<file path="src/hw/rtl/pds_ram.sv">
// Generic single-write, single-read RAM with registered read data.
// Depends on nothing.
module pds_ram #(
   parameter int WIDTH = 72,
   parameter int DEPTH = 64
) (
   input  logic                     clock,
   input  logic                     wr_en,
   input  logic [$clog2(DEPTH)-1:0] wr_addr,
   input  logic [WIDTH-1:0]         wr_data,
   input  logic [$clog2(DEPTH)-1:0] rd_addr,
   output logic [WIDTH-1:0]         rd_data
);
   logic [WIDTH-1:0] mem [DEPTH];
   logic [WIDTH-1:0] rd_data_ff;

   always_ff @(posedge clock) begin
      if (wr_en) begin
         mem[wr_addr] <= wr_data;
      end
      rd_data_ff <= mem[rd_addr];
   end

   assign rd_data = rd_data_ff;
endmodule

</file>
<file path="config.mk">
export PLATFORM = sky130hd
export DESIGN_NAME = pds_ram
export DESIGN_NICKNAME = d
export VERILOG_FILES = /design/src/hw/rtl/pds_ram.sv
export SDC_FILE = /design/constraint.sdc
export NUM_CORES = 2
export LEC_CHECK = 0
export CORE_MARGIN = 2
export CORE_UTILIZATION = 45
export CTS_BUF_LIST = sky130_fd_sc_hd__clkbuf_8
export DETAILED_ROUTE_END_ITERATION = 6
export DONT_BUFFER_PORTS = 1
export HOLD_SLACK_MARGIN = 0.06
export PLACE_DENSITY = 0.72
export SLEW_MARGIN = 20
export SYNTH_ARGS = -nofsm -noshare
export SYNTH_HDL_FRONTEND = slang
export SYNTH_MEMORY_MAX_BITS = 65536
export SYNTH_SLANG_ARGS = --single-unit
</file>
<file path="constraint.sdc">
create_clock -name clock -period 9.7 [get_ports clock]
set_input_delay 1.94 -clock clock [delete_from_list [all_inputs] [get_ports clock]]
set_output_delay 1.94 -clock clock [all_outputs]
set_load 0.01 [all_outputs]
</file>
Word-level counts from Yosys, hierarchy flattened
Memories as Yosys holds them, arrays and structs flattened. A register that Yosys moved wholly into a read port is not among the register bits.
Index checks and enable logic that the tools add are counted.
- mux-type cells: 2
- operators by type and width (kind ; number):
    1-bit 2-to-1 mux ; 2
- register bits after elaboration: 0
- RAM bits: 4608
- bits of input ports: 86
- memories kept: 1
- memory list (memory ; words ; bits a word ; rd ports ; clocked after memory_dff ; write ports ; line ; RTL):
    mem ; 64 ; 72 ; 1 ; 1 ; 1 ; 14 ; logic [WIDTH-1:0] mem [DEPTH];

Longest topological paths before layout
- word-level depth: 2
- gate-level depth with buffers: 8

Worst setup path before layout
Ideal clock, no wire load.
- kind: input to register
- start point: input port wr_addr[3]
- end point: memory mem[48][0], enable pin
- arrival time: 7.348 ns
- required time: 9.110 ns
- path slack: 1.761 ns
- stages on the path: 4
- path buffers: 1
- cell sequence: clkbuf_1 > nor2b_1 > nand4b_1 > nor3_1
- RTL lines (what ; line ; RTL):
    start: declaration ; 9 ; input logic [$clog2(DEPTH)-1:0] wr_addr,
    end: declaration ; 14 ;
Straight into the memory's write port.

==> impl_metrics.yaml <==
worst_setup_path:
  cp.required_ps: 10760
  path_max_fanout: 151
  path_common_cell: "buf_16"
  worstPathArrival_ps: 6640
  crit_path_max_incr_delay_ps: 710
  critPathLaunchType: "input pin"
  cp-startpoint: "rd_addr[1]"
  endpoint_kind: "flip-flop"
  r2r-start: "mem[4][52]$_DFFE_PP_"
  crit_path_cell_trace: "buf_16 -> buf_16 -> buf_16 -> buf_16 -> buf_16 -> mux4_2 -> mux2i_1 -> a211oi_1 -> o211a_1"
  slowest_stage: "buf_16"
  critical_path_class: "input pin to flip-flop"
  critPathTopFamily: "buffers and inverters"
  r2r_slack_ps: 7710
  r2r_end: "rd_data[52]$_DFF_P_"
  crit_buf_inv: 5
  ff2ff_path_depth: 4
power:
  pwr-share-clk_pct: 39.0
  seqPwrFrac_pct: 57.2
  p_leak_nw: 61.0
  p_int_mw: 30.7
  comb_power_share_pct: 3.8
  power.density_nw_per_um2: 201
  p_switching_mw: 8.64
  ir_worst_vdd_mv: 0.132
  swShare_pct: 22.0
yosys:
  netlist_top_cells_area: "edfxtp_1 (79%), mux4_2 (15%), a22oi_1 (1.2%), dfxtp_1 (0.82%), mux2i_1 (0.62%)"
  yosys-mux-area-fraction_pct: 15.4
  synth_cells: 7305
  syn_nets: 7391
  synth_seq_area_share_pct: 79.8
  yosysTopAreaCellShare_pct: 79.0
  synth-xor-area-share_pct: 0
  synth_top_family_by_area: "multiplexers"
  synth_cell_types: 27
  yosys.area_share.simple_pct: 0.882
  synth_compound_area_share_pct: 2.74
  netlist_area_um2: 175000
  yosysWarnings: 0
  synth_area_per_cell_um2: 24.0
  ys_seq_elements: 4680
  synth_most_common_cell: "edfxtp_1"
  synth_area_leader_cell: "edfxtp_1"
  synthArstFlopShare_pct: 0
  synth_flop_cell: "edfxtp_1"
  synth_fa_ha_area_share_pct: 0
  synth_edf_count: 4608
  synthTopCellsByCount: "edfxtp_1 (4608), mux4_2 (1152), a22oi_1 (288)"
place:
  hpwlAfterDp_mm: 235
  gp_congestion: 0.765
  preCtsSetupSlack_ps: 2790
  place_inst: 12300
  io_buffers: 0
sta:
  rsz0062_at_grt: "no"
  setup_viol_count_final: 0
  period_share_pct: 57.5
  hold_violations: 0
  layout_min_cycle_time_ps: 5580
  max_slew_margin_pct: 6.77
  tightest_slew_ps: 1400
  setup_tns_ps: 0
  fmax_ghz: 0.179
  slew_violations: 0
  layout_setup_ws_ps: 4120
  fin_skew_ps: 97.9
drt:
  drt_pass1_iterations: 5
  vias: 86400
  wl_mm: 481
  vias_per_cell: 6.36
  wire_per_inst_um: 35.4
  ant_nets: 0
  drc: 0
  drtIter0Drc: 14800
floorplanning:
  io_pins: 158
  dieArea_um2: 394000
  core_um2: 388000
  start_util_pct: 45.1
  die_y_um: 628
  num_rows: 229
  chipWidth_um: 628
clock_tree:
  cts_tree: "done"
  cts.clk_slew.worst_paths_ps: 60
  clk_latency_ps: 1250
  clk_path_buf_depth: 4
  clock-sinks: 4680
  post_cts_resized: 0
  numCtsBuffers: 717
  cts_setup_buffers: 0
  cts_max_level: 6
  clockRootBuffer: "clkbuf_8"
  cts_hold_buf: 0
global_routing:
  grt_first_pass_wirelength_mm: 667
  grt_max_degree: 386
  grt_pass1_vias: 87300
  track_usage_pct: 24.0
  antenna_found_initial: 15
  grt-ovfl-total: 0
hold_path:
  hold_depth: 4
  hold_end: "rd_data[15]$_DFF_P_"
  hp-class: "flip-flop to flip-flop"
  hp-start: "mem[15][15]$_DFFE_PP_"
finish:
  syn2layout_area_growth_pct: 11.9
  fin_nets: 7886
  drive_above_1_share_pct: 27.8
  final_cells: 13600
job:
  cap_violations: 0
status:
  outcome: "finished, final reports clean"
metal layers:
metal,vias to the layer above,global-route usage (%),routed length [µm]
li1,32900,-,-
met1,46100,31.7,168000
met2,6393,38.5,233000
met3,1038,5.72,61600
met4,0,9.53,19200
met5,-,0,0
tightest hold or removal path, delay by kind of cell, from the launching register on:
family,cells,cell delay [ps]
flops,1,320
simple gates,1,110
mux,1,220
compound gates,2,220
cell usage in the layout, fill, tap and decap left out, types with 2 or more instances in the layout:
cell type	instances
nand3_1	127
inv_16	2
mux4_2	1152
clkinvlp_4	10
or3_1	3
and2_4	2
nor2_4	64
buf_16	29
nand2b_2	4
nand2_1	7
or2_2	2
nor3_2	2
dfxtp_1	72
nand2b_1	5
a211oi_1	72
o22ai_1	144
buf_12	27
edfxtp_1	4608
a22oi_1	288
nor2b_1	4
or3b_2	4
inv_8	12
clkinv_2	71
clkbuf_8	762
inv_12	8
inv_6	11
nor2_1	56
bufinv_16	13
nand4_1	2
mux2i_1	108
nor2b_4	5
o221ai_1	54
clkinv_8	10
diode_2	15
o211a_1	72
clkinv_1	164
inv_1	229
buf_4	138
nand3b_1	26
through the flow:
step | utilization [%] | hold slack, ps | power [mW] | cell area, µm²
floorplan | - | 780 | 23.9 | 175000
global placement | 46.9 | 812 | 24.2 | 182000
detailed placement | 47.0 | 814 | 24.4 | 182000
CTS | 50.4 | 716 | 39.4 | 196000
global route | 50.5 | 779 | 40.4 | 196000
finish | 50.5 | 798 | 39.3 | 196000
state kept, by name, indices dropped and copies added, names as in the netlist:
signal,count
mem,4608
rd_data,72
cell families (layout without fill, tap and decap cells):
group	after synthesis	in the layout
DFF	4680	4680
muxes	1260	1260
and+or+nand+nor	317	317
other	0	15
buffers and inverters	418	1486
AOI/OAI and AO/OA	630	630
power groups by stage:
stage                     registers [mW]  clock network [mW]  logic [mW]
after floorplan                     22.9                   0        1.03
after global placement              22.9                   0        1.32
after detailed placement            22.9                   0        1.43
after CTS                           22.5                15.5        1.43
after global routing                22.5                16.4        1.54
final                               22.5                15.4        1.48
final cells by class:
cell class	instances	area, µm²
antenna	15	37.5
clock buffer	762	10500
clock inverter	530	2860
fill	29400	192000
multi-input combinational	2207	33900
sequential	4680	140000
tap	5197	6500
timing repair buffer	194	2370
worst max-delay path by stage:
stage	endpoint	slack, ps	depth (start not counted)
finish	rd_data[44]$_DFF_P_	4120	9
global route	rd_data[44]$_DFF_P_	3820	9
CTS	rd_data[36]$_DFF_P_	4070	9
detailed placement	rd_data[36]$_DFF_P_	2790	9
global placement	rd_data[44]$_DFF_P_	3350	7
floorplan	mem[48][0]$_DFFE_PP_	1760	4
Power figures use the tool's default switching activity.
